### config.mk
export PLATFORM = sky130hd
export DESIGN_NAME = positional_list_engine_top
export DESIGN_NICKNAME = d
export VERILOG_FILES = /design/src/rtl/plst_pkg.sv /design/src/rtl/plst_ram.sv /design/src/rtl/plst_ctrl.sv /design/src/rtl/positional_list_engine_top.sv
export SDC_FILE = /design/constraint.sdc
export NUM_CORES = 1
export LEC_CHECK = 0
export BUFFER_PORTS_ARGS = -buffer_cell sky130_fd_sc_hd__buf_2
export CAP_MARGIN = 20
export CORE_MARGIN = 2
export CORE_UTILIZATION = 35
export CTS_BUF_LIST = sky130_fd_sc_hd__clkbuf_16
export CTS_CLUSTER_DIAMETER = 150
export DETAILED_ROUTE_END_ITERATION = 8
export GPL_TIMING_DRIVEN = 0
export SLEW_MARGIN = 15
export SYNTH_ARGS = -nofsm -noshare
export SYNTH_HDL_FRONTEND = slang
export SYNTH_SLANG_ARGS = --single-unit
### constraint.sdc
create_clock -name aclk -period 14.26 [get_ports aclk]
set_input_delay 1.426 -clock aclk [delete_from_list [all_inputs] [get_ports aclk]]
set_output_delay 1.426 -clock aclk [all_outputs]
set_load 0.02 [all_outputs]
### src/rtl/plst_pkg.sv
// ============================================================================
// plst_pkg
// Shared types and constants for the positional list engine.
// ============================================================================
package plst_pkg;

    // Number of entries the list can hold.
    localparam int DEPTH  = 32;
    localparam int ADDR_W = $clog2(DEPTH);
    localparam int CNT_W  = $clog2(DEPTH + 1);

    // Fixed field widths of the item formats.
    localparam int OP_W   = 2;
    localparam int POS_W  = 6;
    localparam int DATA_W = 32;
    localparam int EPOS_W = 5;
    localparam int ECNT_W = 6;
    localparam int ERR_W  = 2;

    // Width used to compare a requested position against the count.
    localparam int CMP_W  = (CNT_W > POS_W) ? CNT_W : POS_W;

    typedef logic [OP_W-1:0]  opcode_t;
    typedef logic [ERR_W-1:0] err_t;

    localparam opcode_t OP_INSERT = 2'd0;
    localparam opcode_t OP_REMOVE = 2'd1;
    localparam opcode_t OP_CLEAR  = 2'd2;
    localparam opcode_t OP_DUMP   = 2'd3;

    localparam err_t ERR_OK    = 2'd0;
    localparam err_t ERR_RANGE = 2'd1;
    localparam err_t ERR_FULL  = 2'd2;

    typedef struct packed {
        opcode_t                  opcode;
        logic [POS_W-1:0]         position;
        logic signed [DATA_W-1:0] value;
    } in_item_t;

    typedef struct packed {
        logic signed [DATA_W-1:0] element_value;
        logic [EPOS_W-1:0]        element_position;
        logic                     has_element;
        logic [ECNT_W-1:0]        entry_count;
        err_t                     error_code;
        logic                     last;
    } out_item_t;

    // Access request from the sequencer to the entry store.
    typedef struct packed {
        logic              we;
        logic [ADDR_W-1:0] waddr;
        logic [DATA_W-1:0] wdata;
        logic [ADDR_W-1:0] raddr;
    } mem_req_t;

endpackage

### src/rtl/plst_ram.sv
// ============================================================================
// plst_ram
// Simple dual-port RAM: one write port, one read port with registered data.
// ============================================================================
module plst_ram #(
    parameter int DATA_W = 32,
    parameter int ADDR_W = 5,
    parameter int DEPTH  = 32
) (
    input  logic              aclk,
    input  logic              we,
    input  logic [ADDR_W-1:0] waddr,
    input  logic [DATA_W-1:0] wdata,
    input  logic [ADDR_W-1:0] raddr,
    output logic [DATA_W-1:0] rdata
);

    logic [DATA_W-1:0] mem [DEPTH];
    logic [DATA_W-1:0] rdata_reg;

    always_ff @(posedge aclk) begin
        if (we) begin
            mem[waddr] <= wdata;
        end
    end

    always_ff @(posedge aclk) begin
        rdata_reg <= mem[raddr];
    end

    assign rdata = rdata_reg;

endmodule

### src/rtl/plst_ctrl.sv
// ============================================================================
// plst_ctrl
// Sequencer: validates each item, walks the entry store to shift entries
// for insert and remove, and streams entries out for a dump.
// ============================================================================
module plst_ctrl (
    input  logic                            aclk,
    input  logic                            aresetn,
    input  logic                            s_valid,
    output logic                            s_ready,
    input  plst_pkg::in_item_t              s_item,
    output logic                            res_valid,
    input  logic                            res_ready,
    output plst_pkg::out_item_t             res_item,
    output plst_pkg::mem_req_t              mem_req,
    input  logic [plst_pkg::DATA_W-1:0]     mem_rdata
);
    import plst_pkg::*;

    localparam logic [2:0] ST_IDLE = 3'd0;
    localparam logic [2:0] ST_INS  = 3'd1;
    localparam logic [2:0] ST_REM  = 3'd2;
    localparam logic [2:0] ST_DUMP = 3'd3;
    localparam logic [2:0] ST_RESP = 3'd4;

    logic [2:0]        state_reg, state_next;
    logic [CNT_W-1:0]  count_reg, count_next;
    logic [ADDR_W-1:0] ptr_reg, ptr_next;
    logic [ADDR_W-1:0] pos_reg, pos_next;
    logic [ADDR_W-1:0] lim_reg, lim_next;
    logic [DATA_W-1:0] val_reg, val_next;
    err_t              err_reg, err_next;

    logic [CMP_W-1:0]  pos_cmp;
    logic [CMP_W-1:0]  cnt_cmp;
    logic              cnt_full;
    logic [ADDR_W-1:0] cnt_dec;

    assign pos_cmp  = CMP_W'(s_item.position);
    assign cnt_cmp  = CMP_W'(count_reg);
    assign cnt_full = (count_reg == CNT_W'(DEPTH));
    assign cnt_dec  = ADDR_W'(count_reg - CNT_W'(1));

    always_comb begin
        state_next = state_reg;
        count_next = count_reg;
        ptr_next   = ptr_reg;
        pos_next   = pos_reg;
        lim_next   = lim_reg;
        val_next   = val_reg;
        err_next   = err_reg;

        s_ready    = (state_reg == ST_IDLE);
        mem_req    = '0;
        mem_req.raddr = ptr_reg;

        res_valid  = 1'b0;
        res_item   = '0;
        res_item.entry_count = ECNT_W'(count_reg);
        res_item.error_code  = err_reg;
        res_item.last        = 1'b1;

        unique case (state_reg)
            ST_IDLE: begin
                if (s_valid) begin
                    err_next   = ERR_OK;
                    state_next = ST_RESP;
                    unique case (s_item.opcode)
                        OP_INSERT: begin
                            if (pos_cmp > cnt_cmp) begin
                                err_next = ERR_RANGE;
                            end else if (cnt_full) begin
                                err_next = ERR_FULL;
                            end else begin
                                ptr_next      = ADDR_W'(count_reg);
                                pos_next      = ADDR_W'(s_item.position);
                                val_next      = s_item.value;
                                mem_req.raddr = cnt_dec;
                                state_next    = ST_INS;
                            end
                        end
                        OP_REMOVE: begin
                            if (pos_cmp >= cnt_cmp) begin
                                err_next = ERR_RANGE;
                            end else begin
                                ptr_next      = ADDR_W'(s_item.position);
                                lim_next      = cnt_dec;
                                mem_req.raddr = ADDR_W'(s_item.position) + ADDR_W'(1);
                                state_next    = ST_REM;
                            end
                        end
                        OP_CLEAR: begin
                            count_next = '0;
                        end
                        OP_DUMP: begin
                            if (count_reg != '0) begin
                                ptr_next      = cnt_dec;
                                mem_req.raddr = cnt_dec;
                                state_next    = ST_DUMP;
                            end
                        end
                    endcase
                end
            end

            // Walk down from the top: the entry read last cycle moves up by one.
            ST_INS: begin
                mem_req.we    = 1'b1;
                mem_req.waddr = ptr_reg;
                if (ptr_reg == pos_reg) begin
                    mem_req.wdata = val_reg;
                    count_next    = count_reg + CNT_W'(1);
                    state_next    = ST_RESP;
                end else begin
                    mem_req.wdata = mem_rdata;
                    mem_req.raddr = ptr_reg - ADDR_W'(2);
                    ptr_next      = ptr_reg - ADDR_W'(1);
                end
            end

            // Walk up from the gap: the entry read last cycle moves down by one.
            ST_REM: begin
                if (ptr_reg == lim_reg) begin
                    count_next = count_reg - CNT_W'(1);
                    state_next = ST_RESP;
                end else begin
                    mem_req.we    = 1'b1;
                    mem_req.waddr = ptr_reg;
                    mem_req.wdata = mem_rdata;
                    mem_req.raddr = ptr_reg + ADDR_W'(2);
                    ptr_next      = ptr_reg + ADDR_W'(1);
                end
            end

            // Read data for ptr_reg is present; prefetch the next lower entry
            // in the same cycle the current one is taken.
            ST_DUMP: begin
                res_valid                 = 1'b1;
                res_item.element_value    = mem_rdata;
                res_item.element_position = EPOS_W'(ptr_reg);
                res_item.has_element      = 1'b1;
                res_item.error_code       = ERR_OK;
                res_item.last             = (ptr_reg == '0);
                if (res_ready) begin
                    if (ptr_reg == '0) begin
                        state_next = ST_IDLE;
                    end else begin
                        ptr_next      = ptr_reg - ADDR_W'(1);
                        mem_req.raddr = ptr_reg - ADDR_W'(1);
                    end
                end
            end

            ST_RESP: begin
                res_valid = 1'b1;
                if (res_ready) begin
                    state_next = ST_IDLE;
                end
            end

            default: begin
                state_next = ST_IDLE;
            end
        endcase
    end

    always_ff @(posedge aclk) begin
        if (!aresetn) begin
            state_reg <= ST_IDLE;
            count_reg <= '0;
        end else begin
            state_reg <= state_next;
            count_reg <= count_next;
        end
    end

    always_ff @(posedge aclk) begin
        ptr_reg <= ptr_next;
        pos_reg <= pos_next;
        lim_reg <= lim_next;
        val_reg <= val_next;
        err_reg <= err_next;
    end

    // The count never grows beyond the store.
    a_count_bound: assert property (@(posedge aclk) disable iff (!aresetn)
        count_reg <= CNT_W'(DEPTH))
        else $error("entry count exceeds store depth");

    // The insert walk never passes below the insert position.
    a_ins_walk: assert property (@(posedge aclk) disable iff (!aresetn)
        (state_reg == ST_INS) |-> (ptr_reg >= pos_reg))
        else $error("insert walk passed its position");

    // The remove walk never passes the last entry.
    a_rem_walk: assert property (@(posedge aclk) disable iff (!aresetn)
        (state_reg == ST_REM) |-> (ptr_reg <= lim_reg))
        else $error("remove walk passed the last entry");

    // A dump only reads the store.
    a_dump_ro: assert property (@(posedge aclk) disable iff (!aresetn)
        (state_reg == ST_DUMP) |-> !mem_req.we)
        else $error("store written during dump");

    // A clear empties the list at once.
    a_clear: assert property (@(posedge aclk) disable iff (!aresetn)
        (s_valid && s_ready && (s_item.opcode == OP_CLEAR)) |=> (count_reg == '0))
        else $error("clear did not empty the list");

endmodule

### src/rtl/positional_list_engine_top.sv
// ============================================================================
// positional_list_engine_top
// Ordered list of signed 32-bit values with positional insert and remove.
// ============================================================================
// The block keeps an ordered list of up to DEPTH (32) signed values in one
// synchronous RAM and takes one item at a time. Insert at position p walks
// the RAM from the top entry down to p, moving each entry up by one at one
// entry per cycle; remove at p walks up from p. A dump streams one item per
// cycle, while the result side does not stall, from the highest position
// down to 0. Each insert, remove or clear gives one result item carrying the
// new count and an error code (position out of range, or list full); a dump
// of an empty list gives one result item with no element. The final result
// item of every input item has last set. Results leave through a registered
// output stage, so the next input item can be taken while a result is still
// waiting. The RAM needs no clearing after reset: only entries below the
// count are ever used, and those have always been written.
// ============================================================================
module positional_list_engine_top (
    input  logic                 aclk,
    input  logic                 aresetn,
    input  logic                 s_valid,
    output logic                 s_ready,
    input  plst_pkg::in_item_t   s_item,
    output logic                 m_valid,
    input  logic                 m_ready,
    output plst_pkg::out_item_t  m_item
);
    import plst_pkg::*;

    mem_req_t          mem_req;
    logic [DATA_W-1:0] mem_rdata;

    logic      res_valid;
    logic      res_ready;
    out_item_t res_item;

    logic      m_valid_reg, m_valid_next;
    out_item_t m_item_reg, m_item_next;

    // Entry store.
    plst_ram #(
        .DATA_W (DATA_W),
        .ADDR_W (ADDR_W),
        .DEPTH  (DEPTH)
    ) u_ram (
        .aclk  (aclk),
        .we    (mem_req.we),
        .waddr (mem_req.waddr),
        .wdata (mem_req.wdata),
        .raddr (mem_req.raddr),
        .rdata (mem_rdata)
    );

    // Command sequencer.
    plst_ctrl u_ctrl (
        .aclk      (aclk),
        .aresetn   (aresetn),
        .s_valid   (s_valid),
        .s_ready   (s_ready),
        .s_item    (s_item),
        .res_valid (res_valid),
        .res_ready (res_ready),
        .res_item  (res_item),
        .mem_req   (mem_req),
        .mem_rdata (mem_rdata)
    );

    // Output register: it accepts a new result item whenever it is empty or
    // its current item leaves in the same cycle.
    assign res_ready = !m_valid_reg || m_ready;

    always_comb begin
        m_valid_next = m_valid_reg;
        m_item_next  = m_item_reg;
        if (res_ready) begin
            m_valid_next = res_valid;
            if (res_valid) begin
                m_item_next = res_item;
            end
        end
    end

    always_ff @(posedge aclk) begin
        if (!aresetn) begin
            m_valid_reg <= 1'b0;
        end else begin
            m_valid_reg <= m_valid_next;
        end
    end

    always_ff @(posedge aclk) begin
        m_item_reg <= m_item_next;
    end

    assign m_valid = m_valid_reg;
    assign m_item  = m_item_reg;

endmodule

==> results_dict.tcl, run 1 <==
set metrics [dict create \
    die_h_um 367 \
    die_x_um 367 \
    synth_edf_count 1120 \
    wl_per_cell_um 26.3 \
    hp-class "reg2reg" \
    htree_levels 3 \
    fin_cells 4680 \
    required_ns 14.76 \
    relSlewSlack_pct 20.6 \
    cts_root_buf "clkbuf_16" \
    dieArea_mm2 0.135 \
    worstSetupStartpointType "input pin" \
    yosysMostFrequentCell "edfxtp_1" \
    drt-initial-drc-count 2759 \
    final_hold_viol_count 0 \
    grt_pass1_wl_mm 175 \
    crit_arrival_ns 6.53 \
    ctsHoldBuffers 0 \
    grt_pass1_vias 24376 \
    syn-cell-area_mm2 0.0462 \
    rows 133 \
    setup_viol 0 \
    cts_buffer_depth 3 \
    clk_latency_ns 0.70 \
    antenna_cells 0 \
    initial_core_util_pct 35.2 \
    io_pins 93 \
    critPathMaxStageDelay_ns 0.94 \
    synth-seq-cells 1162 \
    nNetsFinal 2885 \
    rrSetupSlack_ns 8.29 \
    worst-path-buf-inv 3 \
    max_freq_mhz 166 \
    synthesis.nets 2562 \
    endpoint_kind "flip-flop" \
    yosys.area.top_type_share_pct 72.8 \
    synth_area_per_cell_um2 18.5 \
    yosysWarnings 0 \
    pwr-share-seq_pct 47.0 \
    cts_buffers 116 \
    p_sw_uw 2310 \
    async_reset_ff_share_pct 0 \
    rsz0062_at_grt "no" \
    worstPathCellList "buf_2, ha_1, nand4_1, nor3_1, nor3_1, a211o_1, a211oi_1, clkbuf_1, clkbuf_1, mux4_2, a22oi_1, a211oi_1" \
    synth_ff_type "edfxtp_1" \
    cts_tree "yes" \
    grt_max_degree 33 \
    ir_worst_vdd_mv 0.0995 \
    ys_types 67 \
    pwr-share-clk_pct 34.7 \
    ant_nets 0 \
    post_cts_buffers 0 \
    via_per_inst 5.36 \
    combPwrFrac_pct 18.3 \
    syn_to_final_growth_pct 17.2 \
    largest_register_ffs 1024 \
    finalCriticalPeriod_ns 6.03 \
    postSynthCellCount 2502 \
    slowest_stage "clkbuf_1" \
    p_int_uw 6000 \
    core_mm2 0.131 \
    cts_resized 0 \
    vias 25075 \
    path_max_fanout 10 \
    p_leak_uw 0.0189 \
    switching_share_pct 27.8 \
    wl_mm 123 \
    place_hpwl_mm 85.2 \
    max-cap-violations 0 \
    drv_slew 0 \
    r2r-start "u_ctrl.ptr_reg[4]$_DFFE_PP_" \
    fin_crit_sh_pct 42.3 \
    firstDrtPassIters 6 \
    clkSinkCount 1162 \
    grt_overflow 0 \
    antenna_found_initial 4 \
    tightest_slew_ns 1.19 \
    crit_start "s_item[36]" \
    hold_start "u_ctrl.cnt_cmp[3]$_SDFFE_PN0P_" \
    critPathKind "in2reg" \
    path_clk_slew_ns 0.06 \
    cp_top_family "compound AO/OA/AOI/OAI gates" \
    drive_above_1_share_pct 21.2 \
    ys_seq_area_share_pct 74.6 \
    gp_congestion 0.864 \
    portBuffers 91 \
    grt_usage_pct 17.8 \
    synthTopCellsByArea "edfxtp_1 73%, mux2i_1 9.7%, mux4_2 4.7%, dfxtp_1 1.8%, nor3_1 0.95%" \
    dp_cells 4460 \
    fin_total_pwr_uw 8310 \
    fin_tns_setup_ns 0 \
    synth_common_cells "1,120 x edfxtp_1, 450 x mux2i_1, 96 x mux4_2, 88 x nor3_1" \
    cellPowerDensity_mw_per_mm2 153 \
    yosys.area.top_type "edfxtp_1" \
    skew_ns 0.0253 \
    status "completed" \
    route.detailed.drc 0 \
]
cells in the final DEF, fill, tap and decap left out, types with 40 or more instances in the layout:
cell type  synthesis  layout
buf_2             62     172
clkbuf_1          68      68
mux4_2            96      96
o22ai_1           68      68
edfxtp_1        1120    1120
mux2i_1          450     450
clkbuf_16          0     118
dfxtp_1           42      42
nor3_1            88      79
a211oi_1          40      40
inv_1             17      53
buf_4              7      45
logic make-up (layout without fill, tap and decap cells):
family / after synthesis / in the layout / synth area share (%)
muxes: 546 / 546 / 14.4
xor gates and xnor gates: 20 / 20 / 0.379
AOI/OAI and AO/OA: 310 / 310 / 5.30
adders and majority gates: 16 / 16 / 0.433
DFF: 1162 / 1162 / 74.6
buffers and inverters: 165 / 588 / 1.66
and+or+nand+nor: 283 / 283 / 3.22
routing by layer:
metal	track usage [%]	share of wire [%]	vias up
met5	0	0	-
met4	4.21	2.1	0
met3	3.71	8.0	187
met2	27.4	46	1032
met1	25.9	44	13026
li1	-	-	10830
cell type report:
type / instances / area, µm²
fillers: 11591 / 77100
flip-flops and latches: 1162 / 34500
multi-input cells: 1175 / 11200
clock buffers: 118 / 2950
well taps: 1755 / 2200
repair buffers: 205 / 1920
plain buffers: 146 / 697
clock inverters: 100 / 644
inverters: 19 / 71.3
power groups by stage:
stage          logic [µW]  clock network (µW)  registers [µW]
3_5_place_dp         1510                   0            3980
4_1_cts              1510                2920            3910
6_report             1520                2880            3910
5_1_grt              1590                3060            3910
2_1_floorplan         941                   0            3960
3_3_place_gp         1470                   0            3980
metrics by stage:
step / utilization, % / instance area [µm²] / hold WS [ns] / setup WS, ns
4_1_cts: 41.2 / 54100 / 0.445 / 8.42
6_report: 41.3 / 54200 / 0.440 / 8.23
2_1_floorplan: - / 46200 / 0.403 / 8.80
3_3_place_gp: 37.2 / 48900 / 0.418 / 3.61
3_5_place_dp: 38.5 / 50500 / 0.431 / 7.66
5_1_grt: 41.3 / 54200 / 0.474 / 8.15
worst paths after layout:
check | endpoint | depth (start not counted)
setup / recovery | u_ram.rdata[11]$_DFF_P_ | 12
hold / removal | m_item[6]$_DFFE_PP_ | 0
setup reg to reg | u_ram.rdata[11]$_DFF_P_ | 13
hold reg to reg | m_item[6]$_DFFE_PP_ | 0
No activity file was read; power rests on OpenSTA's default activity.
==> run 2, diff against run 1 <==
ABC_AREA = 1   (was default)
clock period = 5.61 ns   (was 14.26 ns; I/O delays follow)
==> run 2 against run 1 <==
Synthesized area up 11%; via count increased by 47%; clock power rose to 2.7 times the previous value; cell area rose by 12%; count of clock-buffer cells in the layout rose by 5; core utilization up 0.29 points; wire length grew 33%; largest cell class unchanged; first-iteration DRC count rose by 63%; sequential power increased to 2.6 times the previous value; worst hold slack lost 0.41 ns; global-route usage grew 3.4 points.
==> results_dict.tcl, run 2 <==
set metrics [dict create \
    status "completed" \
    worstPathCellList "buf_2, inv_1, buf_2, ha_1, nand2_2, nor2_4, nand2_2, nand2_1, nor3_1, a21oi_1, o21ai_0, a21oi_1, nand3_2, inv_2, buf_4, buf_4, nand3_1, nand3_1, nand2_1, nand2_1, nand2_1" \
    grt_pass1_wl_mm 234 \
    p_leak_uw 0.0246 \
    syn_to_final_growth_pct 17.8 \
    synth_common_cells "1,142 x nand3_1, 1,120 x edfxtp_1, 1,081 x nand2_1, 635 x inv_1, 160 x nand3b_1" \
    synthTopCellsByArea "edfxtp_1 65%, nand3_1 11%, nand2_1 7.9%, inv_1 4.6%, nand3b_1 2.3%" \
    ys_seq_area_share_pct 67.1 \
    ys_types 53 \
    drt-initial-drc-count 4492 \
    grt_usage_pct 21.3 \
    via_per_inst 5.18 \
    max_freq_mhz 227 \
    cts_buffers 119 \
    finalCriticalPeriod_ns 4.41 \
    multiInputGateArea_mm2 0.0134 \
    final_cell_mix "1,142 x nand3_1, 1,120 x edfxtp_1, 1,080 x nand2_1, 656 x inv_1, 240 x buf_2" \
    rrSetupSlack_ns 1.20 \
    max-cap-violations 0 \
    endpoint_kind "flip-flop" \
    yosys.area.top_type_share_pct 65.5 \
    postSynthCellCount 4788 \
    route.detailed.drc 0 \
    post_cts_buffers 0 \
    cts_root_buf "clkbuf_16" \
    setup_ws_ns 1.20 \
    ant_nets 0 \
    worstHoldPathCells 1 \
    place_ws_ns 1.31 \
    grt_max_degree 33 \
    gp_congestion 0.964 \
    htree_levels 3 \
    dieArea_mm2 0.150 \
    worstSetupStartpointType "flip-flop" \
    tightest_slew_ns 1.09 \
    fin_crit_sh_pct 78.6 \
    regArea_mm2 0.0345 \
    wl_mm 163 \
    worst-path-buf-inv 6 \
    fin_cells 7108 \
    critPathMaxStageDelay_ns 0.39 \
    setup_viol 0 \
    synthesis.nets 4848 \
    rows 140 \
    path_clk_slew_ns 0.06 \
    yosysWarnings 0 \
    final_util_pct 41.5 \
    drive_above_1_share_pct 12.9 \
    rsz0062_at_grt "no" \
    cp.depth 21 \
    relSlewSlack_pct 27.2 \
    skew_ns 0.0378 \
    largest_register_ffs 1024 \
    synth_ff_type "edfxtp_1" \
    place_hpwl_mm 118 \
    initial_core_util_pct 35.3 \
    firstDrtPassIters 6 \
    r2r_cells 21 \
    r2r_end "u_ram.rdata[13]$_DFF_P_" \
    ir_worst_vdd_mv 0.320 \
    clkSinkCount 1162 \
    portBuffers 92 \
    syn-cell-area_mm2 0.0514 \
    fin_total_pwr_uw 30600 \
    nNetsFinal 5149 \
    synth_area_per_cell_um2 10.7 \
    async_reset_ff_share_pct 0 \
    core_mm2 0.146 \
    grt_pass1_vias 34878 \
    clk_latency_ns 0.72 \
    yosysMostFrequentCell "nand3_1" \
    yosys.area.top_type "edfxtp_1" \
    final_hold_viol_count 0 \
    die_x_um 387 \
    die_h_um 387 \
    dp_cells 6863 \
    crit_arrival_ns 5.02 \
    required_ns 6.22 \
    synth-seq-cells 1162 \
    cp_top_family "simple AND/OR/NAND/NOR gates" \
    ctsHoldBuffers 22 \
    drv_slew 0 \
    synth_edf_count 1120 \
    cts_buffer_depth 3 \
    r2r-start "u_ctrl.ptr_reg[0]$_DFFE_PP_" \
    antenna_found_initial 11 \
    cts_tree "yes" \
    hp-class "in2reg" \
    critPathKind "reg2reg" \
    slowest_stage "edfxtp_1" \
    io_pins 93 \
    fillerInstances 13725 \
    layout_commonest_cell "nand3_1" \
    cellPowerDensity_mw_per_mm2 505 \
    critPathMostFrequentCell "nand2_1" \
    path_max_fanout 10 \
    vias 36799 \
    whs_endpoint "u_ctrl.val_reg[0]$_DFFE_PP_" \
    hold_start "s_item[0]" \
    wl_per_cell_um 23.0 \
    cts_resized 0 \
    grt_overflow 0 \
]
## run 2: per-stage QoR
stage,setup TNS (ns),hold slack (ns),instance area [µm²]
6_report,0,0.0320,60500
5_1_grt,0,0.0164,60500
4_1_cts,0,0.00227,60500
3_5_place_dp,0,0.412,56500
3_3_place_gp,-1606.35,0.412,54200
2_1_floorplan,0,0.403,51400
## run 2: cell type report
type,instances,share of cell area (%)
diodes,2,0.00827
inverters,652,4.05
clock inverters,98,1.23
plain buffers,295,2.74
multi-input cells,2679,22.1
repair buffers,180,3.86
clock buffers,123,5.08
well taps,1917,3.96
flip-flops and latches,1162,56.9
## run 2: routing by layer
metal  GRT usage, %  vias to the layer above  wire length, µm
met5              0                        -               13
met4           9.97                        2             7900
met2           33.4                     1722            73300
met3           3.42                      297            15500
met1           28.9                    17906            66700
li1               -                    16872                -
## run 2: worst max path at each step
stage | slack [ns] | to | startpoint
2_1_floorplan | 2.12 | u_ram.mem[13][0]$_DFFE_PP_ | u_ctrl.ptr_reg[1]$_DFFE_PP_
3_3_place_gp | -2.49 | u_ram.mem[3][16]$_DFFE_PP_ | u_ctrl.ptr_reg[1]$_DFFE_PP_
3_5_place_dp | 1.31 | u_ram.rdata[14]$_DFF_P_ | s_item[35]
4_1_cts | 1.32 | u_ram.rdata[14]$_DFF_P_ | u_ctrl.ptr_reg[0]$_DFFE_PP_
5_1_grt | 0.97 | u_ram.rdata[14]$_DFF_P_ | u_ctrl.ptr_reg[0]$_DFFE_PP_
6_report | 1.20 | u_ram.rdata[13]$_DFF_P_ | u_ctrl.ptr_reg[0]$_DFFE_PP_
## run 2: report_power, final
part | switching [µW] | internal (µW) | total [µW]
registers | 104 | 10000 | 10100
logic | 9310 | 3370 | 12700
clock network | 3350 | 4410 | 7760
## run 2: worst reg2reg max path, cell delays in order (launching register included)
cell	delay (ns)
edfxtp_1	0.39
buf_2	0.23
inv_1	0.10
buf_2	0.34
ha_1	0.28
nand2_2	0.08
nor2_4	0.11
nand2_2	0.10
nand2_1	0.13
nor3_1	0.06
a21oi_1	0.22
o21ai_0	0.14
a21oi_1	0.24
nand3_2	0.19
inv_2	0.10
buf_4	0.32
buf_4	0.29
nand3_1	0.18
nand3_1	0.26
nand2_1	0.34
nand2_1	0.16
nand2_1	0.07
## run 2: logic make-up after synthesis
family / Yosys count / synth area share (%)
xor+xnor: 14 / 0.253
fa+ha+maj: 16 / 0.390
buf+inv: 947 / 7.99
flops: 1162 / 67.1
compound gates: 106 / 1.18
simple gates: 2543 / 23.1
